File: config.mk
export PLATFORM = sky130hd
export DESIGN_NAME = parity_selective_dequeue_queue
export DESIGN_NICKNAME = d
export VERILOG_FILES = /design/src/sv/psdq_pkg.sv /design/src/sv/parity_selective_dequeue_queue.sv /design/src/sv/psdq_cell.sv
export SDC_FILE = /design/constraint.sdc
export NUM_CORES = 1
export LEC_CHECK = 0
export ABC_AREA = 1
export CAP_MARGIN = 30
export CELL_PAD_IN_SITES_DETAIL_PLACEMENT = 1
export CELL_PAD_IN_SITES_GLOBAL_PLACEMENT = 1
export CORE_ASPECT_RATIO = 1.4
export CORE_MARGIN = 5
export CORE_UTILIZATION = 50
export CTS_CLUSTER_SIZE = 16
export DETAILED_ROUTE_END_ITERATION = 7
export DONT_BUFFER_PORTS = 1
export PLACE_DENSITY_LB_ADDON = 0.1
export SLEW_MARGIN = 5
export SYNTH_ARGS = -nofsm -noshare
export SYNTH_HDL_FRONTEND = slang
export SYNTH_SLANG_ARGS = --single-unit
File: constraint.sdc
create_clock -name clk -period 6.4 [get_ports clk]
set_input_delay 0.96 -clock clk [delete_from_list [all_inputs] [get_ports clk]]
set_output_delay 0.96 -clock clk [all_outputs]
set_load 0.1 [all_outputs]
File: src/sv/psdq_pkg.sv
// package for the parity selective dequeue queue
// holds widths, command and status codes, and the cell control struct
// no dependencies
package psdq_pkg;

    localparam int DEPTH_DEF = 16;
    localparam int VALUE_W   = 32;
    localparam int CMD_W     = 2;
    localparam int STATUS_W  = 2;
    localparam int OCC_W     = 5;

    localparam logic [CMD_W-1:0] CMD_ENQ      = 2'd0;
    localparam logic [CMD_W-1:0] CMD_DEQ_EVEN = 2'd1;
    localparam logic [CMD_W-1:0] CMD_DEQ_ODD  = 2'd2;
    localparam logic [CMD_W-1:0] CMD_NOP      = 2'd3;

    localparam logic [STATUS_W-1:0] ST_OK      = 2'd0;
    localparam logic [STATUS_W-1:0] ST_EMPTY   = 2'd1;
    localparam logic [STATUS_W-1:0] ST_NOMATCH = 2'd2;
    localparam logic [STATUS_W-1:0] ST_FULL    = 2'd3;

    typedef struct packed {
        logic               deq;
        logic               enq;
        logic               want;
        logic [VALUE_W-1:0] value;
    } cell_ctl_t;

endpackage

File: src/sv/parity_selective_dequeue_queue.sv
// top level of the parity selective dequeue queue
// input register, row of psdq_cell slots, entry count and result register
// depends on psdq_pkg and psdq_cell
//
//  channel | handshake            | payload
//  --------+----------------------+--------------------------------------
//  input   | in_valid / in_ready  | command, value
//  output  | out_valid / out_ready| removed_value, status, occupancy
//
// each beat goes into the input register, then through the
// cell row match chain and into the result register
// the next input beat is taken in the cycle the held one executes
// a stalled result holds the held input beat, which holds in_ready low
// reset clears the entry count and valid flags; slot values need no reset
module parity_selective_dequeue_queue
    import psdq_pkg::*;
#(
    parameter int DEPTH = DEPTH_DEF
)
(
    input  logic                       clk,
    input  logic                       rst_n,
    input  logic                       in_valid,
    output logic                       in_ready,
    input  logic [CMD_W-1:0]           command,
    input  logic signed [VALUE_W-1:0]  value,
    output logic                       out_valid,
    input  logic                       out_ready,
    output logic signed [VALUE_W-1:0]  removed_value,
    output logic [STATUS_W-1:0]        status,
    output logic [OCC_W-1:0]           occupancy
);

    localparam int CW = $clog2(DEPTH + 1);

    logic                pend_reg;
    logic                pend_next;
    logic [CMD_W-1:0]    cmd_reg;
    logic [VALUE_W-1:0]  val_reg;
    logic [CW-1:0]       count_reg;
    logic [CW-1:0]       count_next;
    logic                out_valid_reg;
    logic                out_valid_next;
    logic [VALUE_W-1:0]  removed_reg;
    logic [VALUE_W-1:0]  removed_next;
    logic [STATUS_W-1:0] status_reg;
    logic [STATUS_W-1:0] status_next;
    logic [OCC_W-1:0]    occ_reg;

    logic                exec;
    logic                accept;
    logic                is_enq;
    logic                is_deq;
    logic                empty;
    logic                full;
    logic                found;
    cell_ctl_t           ctl;
    logic [VALUE_W-1:0]  removed_sel;

    logic [DEPTH:0]      found_chain;
    logic [DEPTH-1:0]    take_vec;
    logic [VALUE_W-1:0]  cell_value [DEPTH];
    logic [VALUE_W-1:0]  grab [DEPTH];

    assign exec     = pend_reg && (!out_valid_reg || out_ready);
    assign in_ready = !pend_reg || exec;
    assign accept   = in_valid && in_ready;

    assign is_enq = (cmd_reg == CMD_ENQ);
    assign is_deq = (cmd_reg == CMD_DEQ_EVEN) || (cmd_reg == CMD_DEQ_ODD);
    assign empty  = (count_reg == '0);
    assign full   = (count_reg == CW'(DEPTH));
    assign found  = found_chain[DEPTH];

    always_comb
    begin
        ctl.deq   = exec && is_deq;
        ctl.enq   = exec && is_enq && !full;
        ctl.want  = (cmd_reg == CMD_DEQ_ODD);
        ctl.value = val_reg;
    end

    assign found_chain[0] = 1'b0;

    genvar gi;
    generate
        for (gi = 0; gi < DEPTH; gi++)
        begin : g_cell
            logic [VALUE_W-1:0] younger;
            if (gi == DEPTH - 1)
            begin : g_last
                assign younger = '0;
            end
            else
            begin : g_mid
                assign younger = cell_value[gi + 1];
            end

            psdq_cell u_cell (
                .clk           (clk),
                .ctl           (ctl),
                .occ           (count_reg > CW'(gi)),
                .load          (count_reg == CW'(gi)),
                .found_in      (found_chain[gi]),
                .younger_value (younger),
                .found_out     (found_chain[gi + 1]),
                .take          (take_vec[gi]),
                .cell_value    (cell_value[gi]),
                .grab          (grab[gi])
            );
        end
    endgenerate

    always_comb
    begin
        removed_sel = '0;
        for (int i = 0; i < DEPTH; i++)
        begin
            removed_sel = removed_sel | grab[i];
        end
    end

    always_comb
    begin
        count_next   = count_reg;
        removed_next = '0;
        status_next  = ST_OK;
        case (cmd_reg)
            CMD_ENQ:
            begin
                if (full)
                begin
                    status_next = ST_FULL;
                end
                else
                begin
                    count_next = count_reg + 1'b1;
                end
            end
            CMD_DEQ_EVEN, CMD_DEQ_ODD:
            begin
                if (empty)
                begin
                    status_next = ST_EMPTY;
                end
                else if (!found)
                begin
                    status_next = ST_NOMATCH;
                end
                else
                begin
                    count_next   = count_reg - 1'b1;
                    removed_next = removed_sel;
                end
            end
            default:
            begin
                status_next = ST_OK;
            end
        endcase
    end

    assign pend_next      = accept ? 1'b1 : (exec ? 1'b0 : pend_reg);
    assign out_valid_next = exec ? 1'b1 : (out_ready ? 1'b0 : out_valid_reg);

    always_ff @(posedge clk or negedge rst_n)
    begin
        if (!rst_n)
        begin
            pend_reg      <= 1'b0;
            out_valid_reg <= 1'b0;
            count_reg     <= '0;
        end
        else
        begin
            pend_reg      <= pend_next;
            out_valid_reg <= out_valid_next;
            if (exec)
            begin
                count_reg <= count_next;
            end
        end
    end

    always_ff @(posedge clk)
    begin
        if (accept)
        begin
            cmd_reg <= command;
            val_reg <= value;
        end
        if (exec)
        begin
            removed_reg <= removed_next;
            status_reg  <= status_next;
            occ_reg     <= OCC_W'(count_next);
        end
    end

    assign out_valid     = out_valid_reg;
    assign removed_value = removed_reg;
    assign status        = status_reg;
    assign occupancy     = occ_reg;

    a_count_bound: assert property (@(posedge clk) disable iff (!rst_n)
        count_reg <= CW'(DEPTH))
        else $error("entry count above depth");

    a_single_take: assert property (@(posedge clk) disable iff (!rst_n)
        $onehot0(take_vec))
        else $error("more than one slot selected for removal");

    a_enq_grows: assert property (@(posedge clk) disable iff (!rst_n)
        exec && is_enq && !full |=> count_reg == $past(count_reg) + 1'b1)
        else $error("enqueue did not grow the queue");

    a_deq_shrinks: assert property (@(posedge clk) disable iff (!rst_n)
        exec && is_deq && !empty && found |=> count_reg == $past(count_reg) - 1'b1)
        else $error("dequeue did not shrink the queue");

    a_found_needs_entry: assert property (@(posedge clk) disable iff (!rst_n)
        found |-> !empty)
        else $error("match reported on an empty queue");

endmodule

File: src/sv/psdq_cell.sv
// one queue slot of the cell row: holds a value, detects a parity match
// passes the match chain to the younger neighbor and shifts on removal
// depends on psdq_pkg
module psdq_cell
    import psdq_pkg::*;
(
    input  logic               clk,
    input  cell_ctl_t          ctl,
    input  logic               occ,
    input  logic               load,
    input  logic               found_in,
    input  logic [VALUE_W-1:0] younger_value,
    output logic               found_out,
    output logic               take,
    output logic [VALUE_W-1:0] cell_value,
    output logic [VALUE_W-1:0] grab
);

    logic [VALUE_W-1:0] value_reg;
    logic [VALUE_W-1:0] value_next;
    logic               match;

    assign match      = occ && (value_reg[0] == ctl.want);
    assign found_out  = found_in || match;
    assign take       = match && !found_in;
    assign cell_value = value_reg;
    assign grab       = take ? value_reg : '0;

    always_comb
    begin
        value_next = value_reg;
        if (ctl.deq && found_out)
        begin
            value_next = younger_value;
        end
        else if (ctl.enq && load)
        begin
            value_next = ctl.value;
        end
    end

    always_ff @(posedge clk)
    begin
        value_reg <= value_next;
    end

endmodule
# Yosys cells after proc, flatten, opt, wreduce, memory -nomap -nowiden
# Index checks and enable logic that the tools add are counted.
# classes
order_cmp	16
muxes	58
n_bitwise	17
div	0
mul	0
n_eq_ne	34
shifts	0
n_reduce_logical	125
add_sub_neg	2
# op_table
operator	count
32-bit two-way mux	46
32-bit bitwise OR	15
1-bit logical AND	68
5-bit by 4-bit equality test with 1-bit output (second input constant)	8
5-bit by 4-bit greater-than comparator with 1-bit output (second input constant)	8
2-bit nonzero test	17
5-bit by 3-bit equality test with 1-bit output (second input constant)	4
5-bit by 3-bit greater-than comparator with 1-bit output (second input constant)	4
1-bit zero test	18
1-bit logical OR	18
1-bit equality test	16
5-bit two-way mux	3
5-bit by 2-bit equality test with 1-bit output (second input constant)	2
5-bit by 1-bit greater-than comparator with 1-bit output (second input constant)	2
5-bit by 2-bit greater-than comparator with 1-bit output (second input constant)	2
5-bit one-hot mux with 2 select lines	1
2-bit two-way mux	3
5-bit by 1-bit adder with 5-bit output (second input constant)	1
5-bit by 1-bit equality test with 1-bit output (second input constant)	1
5-bit equality test (second input constant)	1
5-bit zero test	1
5-bit by 1-bit subtractor with 5-bit output (second input constant)	1
1-bit two-way mux	4
2-bit one-hot mux with 2 select lines	1
other kinds (6)	7
# totals
n_memories	0
out_inout_bits	41
mem_bits_rw	0
romBits	0
latchBits	0
reg_bits	592
word_cells	276

# Longest topological paths before layout
# logic_depth
ltp_word	21
mapped_depth	22
ltp_nobuf	20

# Hierarchy
# From an unflattened synthesis, not the netlist that was laid out.
# hier_totals
cells_unflattened	3924
hier_area_um2	34906.0
# by_module_without_submodules
mod	seq_area_each_um2	area_per_inst_um2	cells_per_inst	n_inst
psdq_cell	960.9	1900.6	217	16
parity_selective_dequeue_queue	2367.3	4496.8	452	1

# Worst setup path before layout
# No wires, ideal clock.
# synth_timing
path_type	register -> register
startpoint	reg count_reg[0]
endpoint	reg g_cell[6].u_cell.value_reg[0], enable pin
required_ns	5.889
setup_time_ns	0.511
path_stages_with_launch	11
period_less_slack_ns	5.495
arrival_ns	4.985
path_buffers	1
path_slack_ns	0.905
path_cell_list	dfrtp_1 -> buf_2 -> clkinv_1 -> ha_1 -> nand3_1 -> inv_1 -> nor2_1 -> inv_1 -> nor2_1 -> nand2_1 -> o41ai_1
# synth_between
elab_chain_cells	10
elab_cells_between_ends	27
cone_classes	order compare (7); eq/ne (2); reduce/logical (18)
# synth_rtl
item	line	rtl
start: declaration	parity_selective_dequeue_queue.sv:40	logic [CW-1:0] count_reg;
start signal: assignment	parity_selective_dequeue_queue.sv:180	count_reg <= count_next;
5-bit by 1-bit greater-than comparator with 1-bit output	parity_selective_dequeue_queue.sv:102	.occ (count_reg > CW'(gi)),
1-bit logical AND	psdq_cell.sv:23	assign match = occ && (value_reg[0] == ctl.want);
1-bit logical OR (6 in a row)	psdq_cell.sv:24	assign found_out = found_in || match;
1-bit logical AND	psdq_cell.sv:32	if (ctl.deq && found_out)
2-bit nonzero test (no line) (*)	--	
end signal: assignment	psdq_cell.sv:44	value_reg <= value_next;
end: declaration	psdq_cell.sv:19	logic [VALUE_W-1:0] value_reg;
# Every way passes the cells marked *; elsewhere a longest branch is shown, timed or not.
# A chain may end at the register's enable or synchronous reset.

# Worst setup path in the final report
# layout_timing
startpoint	reg count_reg[1]
endpoint	reg g_cell[13].u_cell.value_reg[17], enable pin
# layout_between
elab_chain_cells	17
elab_cells_between_ends	48
cone_classes	order compare (14); eq/ne (2); reduce/logical (32)
# layout_rtl
item	line
5-bit by 1-bit greater-than comparator with 1-bit output	parity_selective_dequeue_queue.sv:102
1-bit logical AND	psdq_cell.sv:23
1-bit logical OR (13 in a row)	psdq_cell.sv:24
1-bit logical AND	psdq_cell.sv:32
2-bit nonzero test (no line) (*)	--
end signal: assignment	psdq_cell.sv:44
end: declaration	psdq_cell.sv:19
# Marks and branches as above.

==> summary.md <==
| Metric | Value |
|---|---|
| Number of global-route vias before repair | 22369 |
| Flops & latches, synth | 592 |
| Register-to-Register Setup Slack | 2.20 ns |
| Crit path DAT | 4.50 ns |
| Cell variety after synth | 43 |
| Cell count along the critical path | 17 |
| DP Wirelength | 56100 um |
| Reg2Reg Capture Point | g_cell[13].u_cell.cell_value[17]$_DFFE_PP_ |
| # fillers | 6265 |
| Max Clk Rate | 0.238 GHz |
| Iteration count of the initial detailed-routing pass | 5 |
| Most frequent cells in the layout | nor2_1, edfxtp_1, nand2_1, a21oi_1, inv_1 |
| FFs w/ async S/R, synth | 1.18% |
| First-pass GRT wire length | 129000 um |
| RR Startpoint | count_reg[1]$_DFFE_PN0P_ |
| Final total power | 12.9 mW |
| CP Cell Sequence | inv_1 -> ha_1 -> inv_1 -> nor2_1 -> nand2_1 -> nand3_2 -> nand4_2 -> nor2_2 -> nand4_2 -> nor2_4 -> nand4_4 -> nor2_4 -> nand2_2 -> nand2_2 -> buf_4 -> o21ai_2 -> buf_4 |
| Worst reg2reg path depth | 17 |
| GRT Total Usage | 26.4% |
| Vias | 21846 |
| Syn Area/Cell | 9.27 sq um |
| Count of boundary I/O pins | 79 |
| Max-capacitance violation count | 0 |
| Pins Over Slew Limit | 0 |
| Most common cell after layout, fill and taps aside | nor2_1 |
| CP Capture Type | flop |
| Setup TNS | 0 ns |
| CTS tree | built |
| CTS buffer count | 58 |
| Switch Pwr | 4.90 mW |
| Required @ worst endpoint | 6.70 ns |
| Share of cells above drive strength 1 | 7.99% |
| Die W | 211 um |
| Post-CTS setup buffer count | 0 |
| Synth warnings | 0 |
| IO buf count | 0 |
| Internal power | 8.00 mW |
| Final design utilization | 55.4% |
| WL final | 82500 um |
| # setup viols final | 0 |
| Antenna Cells | 0 |
| Critical path class | flop to flop |
| Power density over the cells | 413 nW/um^2 |
| Status | completed |
| Switching Share | 38.0% |
| Largest net degree at the start of global routing | 66 |
| Clk sinks | 592 |
| Worst Tran Pin Value | 1.04 ns |
| Starting density of the core | 50.4% |
| # DRC | 0 |
| Synth Cell Area | 28400 sq um |
| CP Capture Point | g_cell[13].u_cell.cell_value[17]$_DFFE_PP_ |
| Routability Congestion | 0.889 |
| Number of synthesized flops with an enable pin | 553 |
| Longest Clk Path Bufs | 3 |
| DIE AREA | 61700 sq um |
| Crit path max fanout | 65 |
| Post_cts resized | 0 |
| Combinational share of power | 27.0% |
| RSZ-0062 raised after global routing | no |
| Period utilisation layout | 65.6% |
| Gate Count Post-Synth | 3061 |
| Slew HR | 31.1% |
| Syn_nets | 3108 |
| Initial antenna violation count | 0 |
| Slowest stage delay, CP | 0.58 ns |
| Sequential fraction of the synthesis area | 61.4% |
| Worst setup path start | count_reg[1]$_DFFE_PN0P_ |
| Grt ovf | 0 |
| Via density | 5.79 |
| Hold buffers post-CTS | 1 |
| DIE HEIGHT | 292 um |
| Clk pwr share | 26.8% |
| Slowest stage cell, crit path | buf_4 |
| DR iter-0 viols | 1651 |
| CP Buf/Inv Count | 4 |
| DR WL/cell | 21.9 um |
| H-tree Lvls | 2 |
| Sequential power share | 46.3% |
| Startpoint Class | flop |
| Row Count | 103 |
| Core area | 56300 sq um |
| Worst skew pair latency | 0.63 ns |
| P&R area growth vs syn | 10.0% |
| Top FF cell, synth | edfxtp_1 |
| Root Buffer | clkbuf_16 |
| Min-delay worst type | input pin to flop |
| Setup Skew | 0.0197 ns |
| Final nets | 3038 |
| Critical path's top delay family | simple AND/OR/NAND/NOR gates |
| Detail Route Antenna Nets | 0 |
| Pleak | 11.8 nW |
| Max reg flops | 512 |
| Maximum vdd drop | 278 uV |
| Clock transition at path regs | 0.07 ns |
| Fin. Hold Viols | 0 |
| Min Tclk post-route | 4.20 ns |
[layout make-up]
class | instances | area (sq um) | share of cell area, %
Multi-Input combinational cell | 2062 | 9510 | 30.5
Sequential cell | 592 | 17400 | 55.8
Inverter | 208 | 781 | 2.50
Clock inverter | 28 | 262 | 0.838
Clock buffer | 82 | 1620 | 5.20
Timing Repair Buffer | 69 | 707 | 2.26
Tap cell | 735 | 920 | 2.95
[cells by family after synthesis]
family | after synthesis | synth area share [%]
adder cells (fa/ha/maj) | 9 | 0.397
buffers and inverters | 407 | 5.81
AND/OR/NAND/NOR | 1443 | 20.4
flip-flops | 592 | 61.4
XOR/XNOR | 15 | 0.463
AO/OA/AOI/OAI | 595 | 11.5
[layer usage]
metal  vias to the layer above  wire length [um]  track usage [%]
li1                      10147                 -                -
met1                     10908             36200             37.5
met2                       671             38900             42.9
met3                       120              5780             4.59
met4                         0              1720             5.94
met5                         -                 0                0
[per-stage QoR]
step / worst slack, ns / std cells / hold slack, ns / area [sq um]
6_report: 2.20 / 3776 / 0.420 / 31200
5_1_grt: 1.82 / 3776 / 0.391 / 31200
4_1_cts: 2.14 / 3774 / 0.385 / 31200
3_5_place_dp: 2.17 / 3663 / 0.492 / 29300
3_3_place_gp: 2.09 / 3651 / 0.481 / 29000
2_1_floorplan: 0.905 / 3061 / 0.458 / 28400
[cell usage after synthesis (9+ instances only)]
master | number | share of area [%]
buf_4 | 14 | 0.37
o21ai_0 | 125 | 2.2
ha_1 | 9 | 0.40
edfxtp_1 | 553 | 59
nor2_1 | 687 | 9.1
clkinv_1 | 11 | 0.15
dfxtp_1 | 32 | 2.3
clkbuf_1 | 117 | 1.5
nand3_1 | 178 | 3.1
a21oi_1 | 383 | 6.8
buf_1 | 14 | 0.19
inv_1 | 192 | 2.5
buf_2 | 54 | 0.95
nand2_1 | 548 | 7.3
o21ai_1 | 34 | 0.60
a211oi_2 | 30 | 1.3
[power by group through the flow]
stage	clock, mW	combinational (mW)	sequential (mW)
6_report	3.45	3.48	5.97
5_1_grt	3.68	3.86	6.03
4_1_cts	3.51	3.44	5.99
3_5_place_dp	0	3.42	6.06
3_3_place_gp	0	3.15	6.08
2_1_floorplan	0	2.25	5.95
[how the worst min path moves through the flow]
stage                                                              from                                       endpoint  slack [ns]  cells past startpoint
after floorplan           g_cell[15].u_cell.cell_value[31]$_SDFFE_PP0P_  g_cell[15].u_cell.cell_value[31]$_SDFFE_PP0P_        0.46                      2
after global routing                                          value[12]                          val_reg[12]$_DFFE_PP_        0.39                      0
after CTS                                                      value[6]                           val_reg[6]$_DFFE_PP_        0.38                      0
after global placement    g_cell[15].u_cell.cell_value[12]$_SDFFE_PP0P_  g_cell[15].u_cell.cell_value[12]$_SDFFE_PP0P_        0.48                      2
after detailed placement  g_cell[15].u_cell.cell_value[31]$_SDFFE_PP0P_  g_cell[15].u_cell.cell_value[31]$_SDFFE_PP0P_        0.49                      2
final                                                        command[0]                           cmd_reg[0]$_DFFE_PP_        0.42                      0
Note: power is estimated with default switching activity, not from simulation.
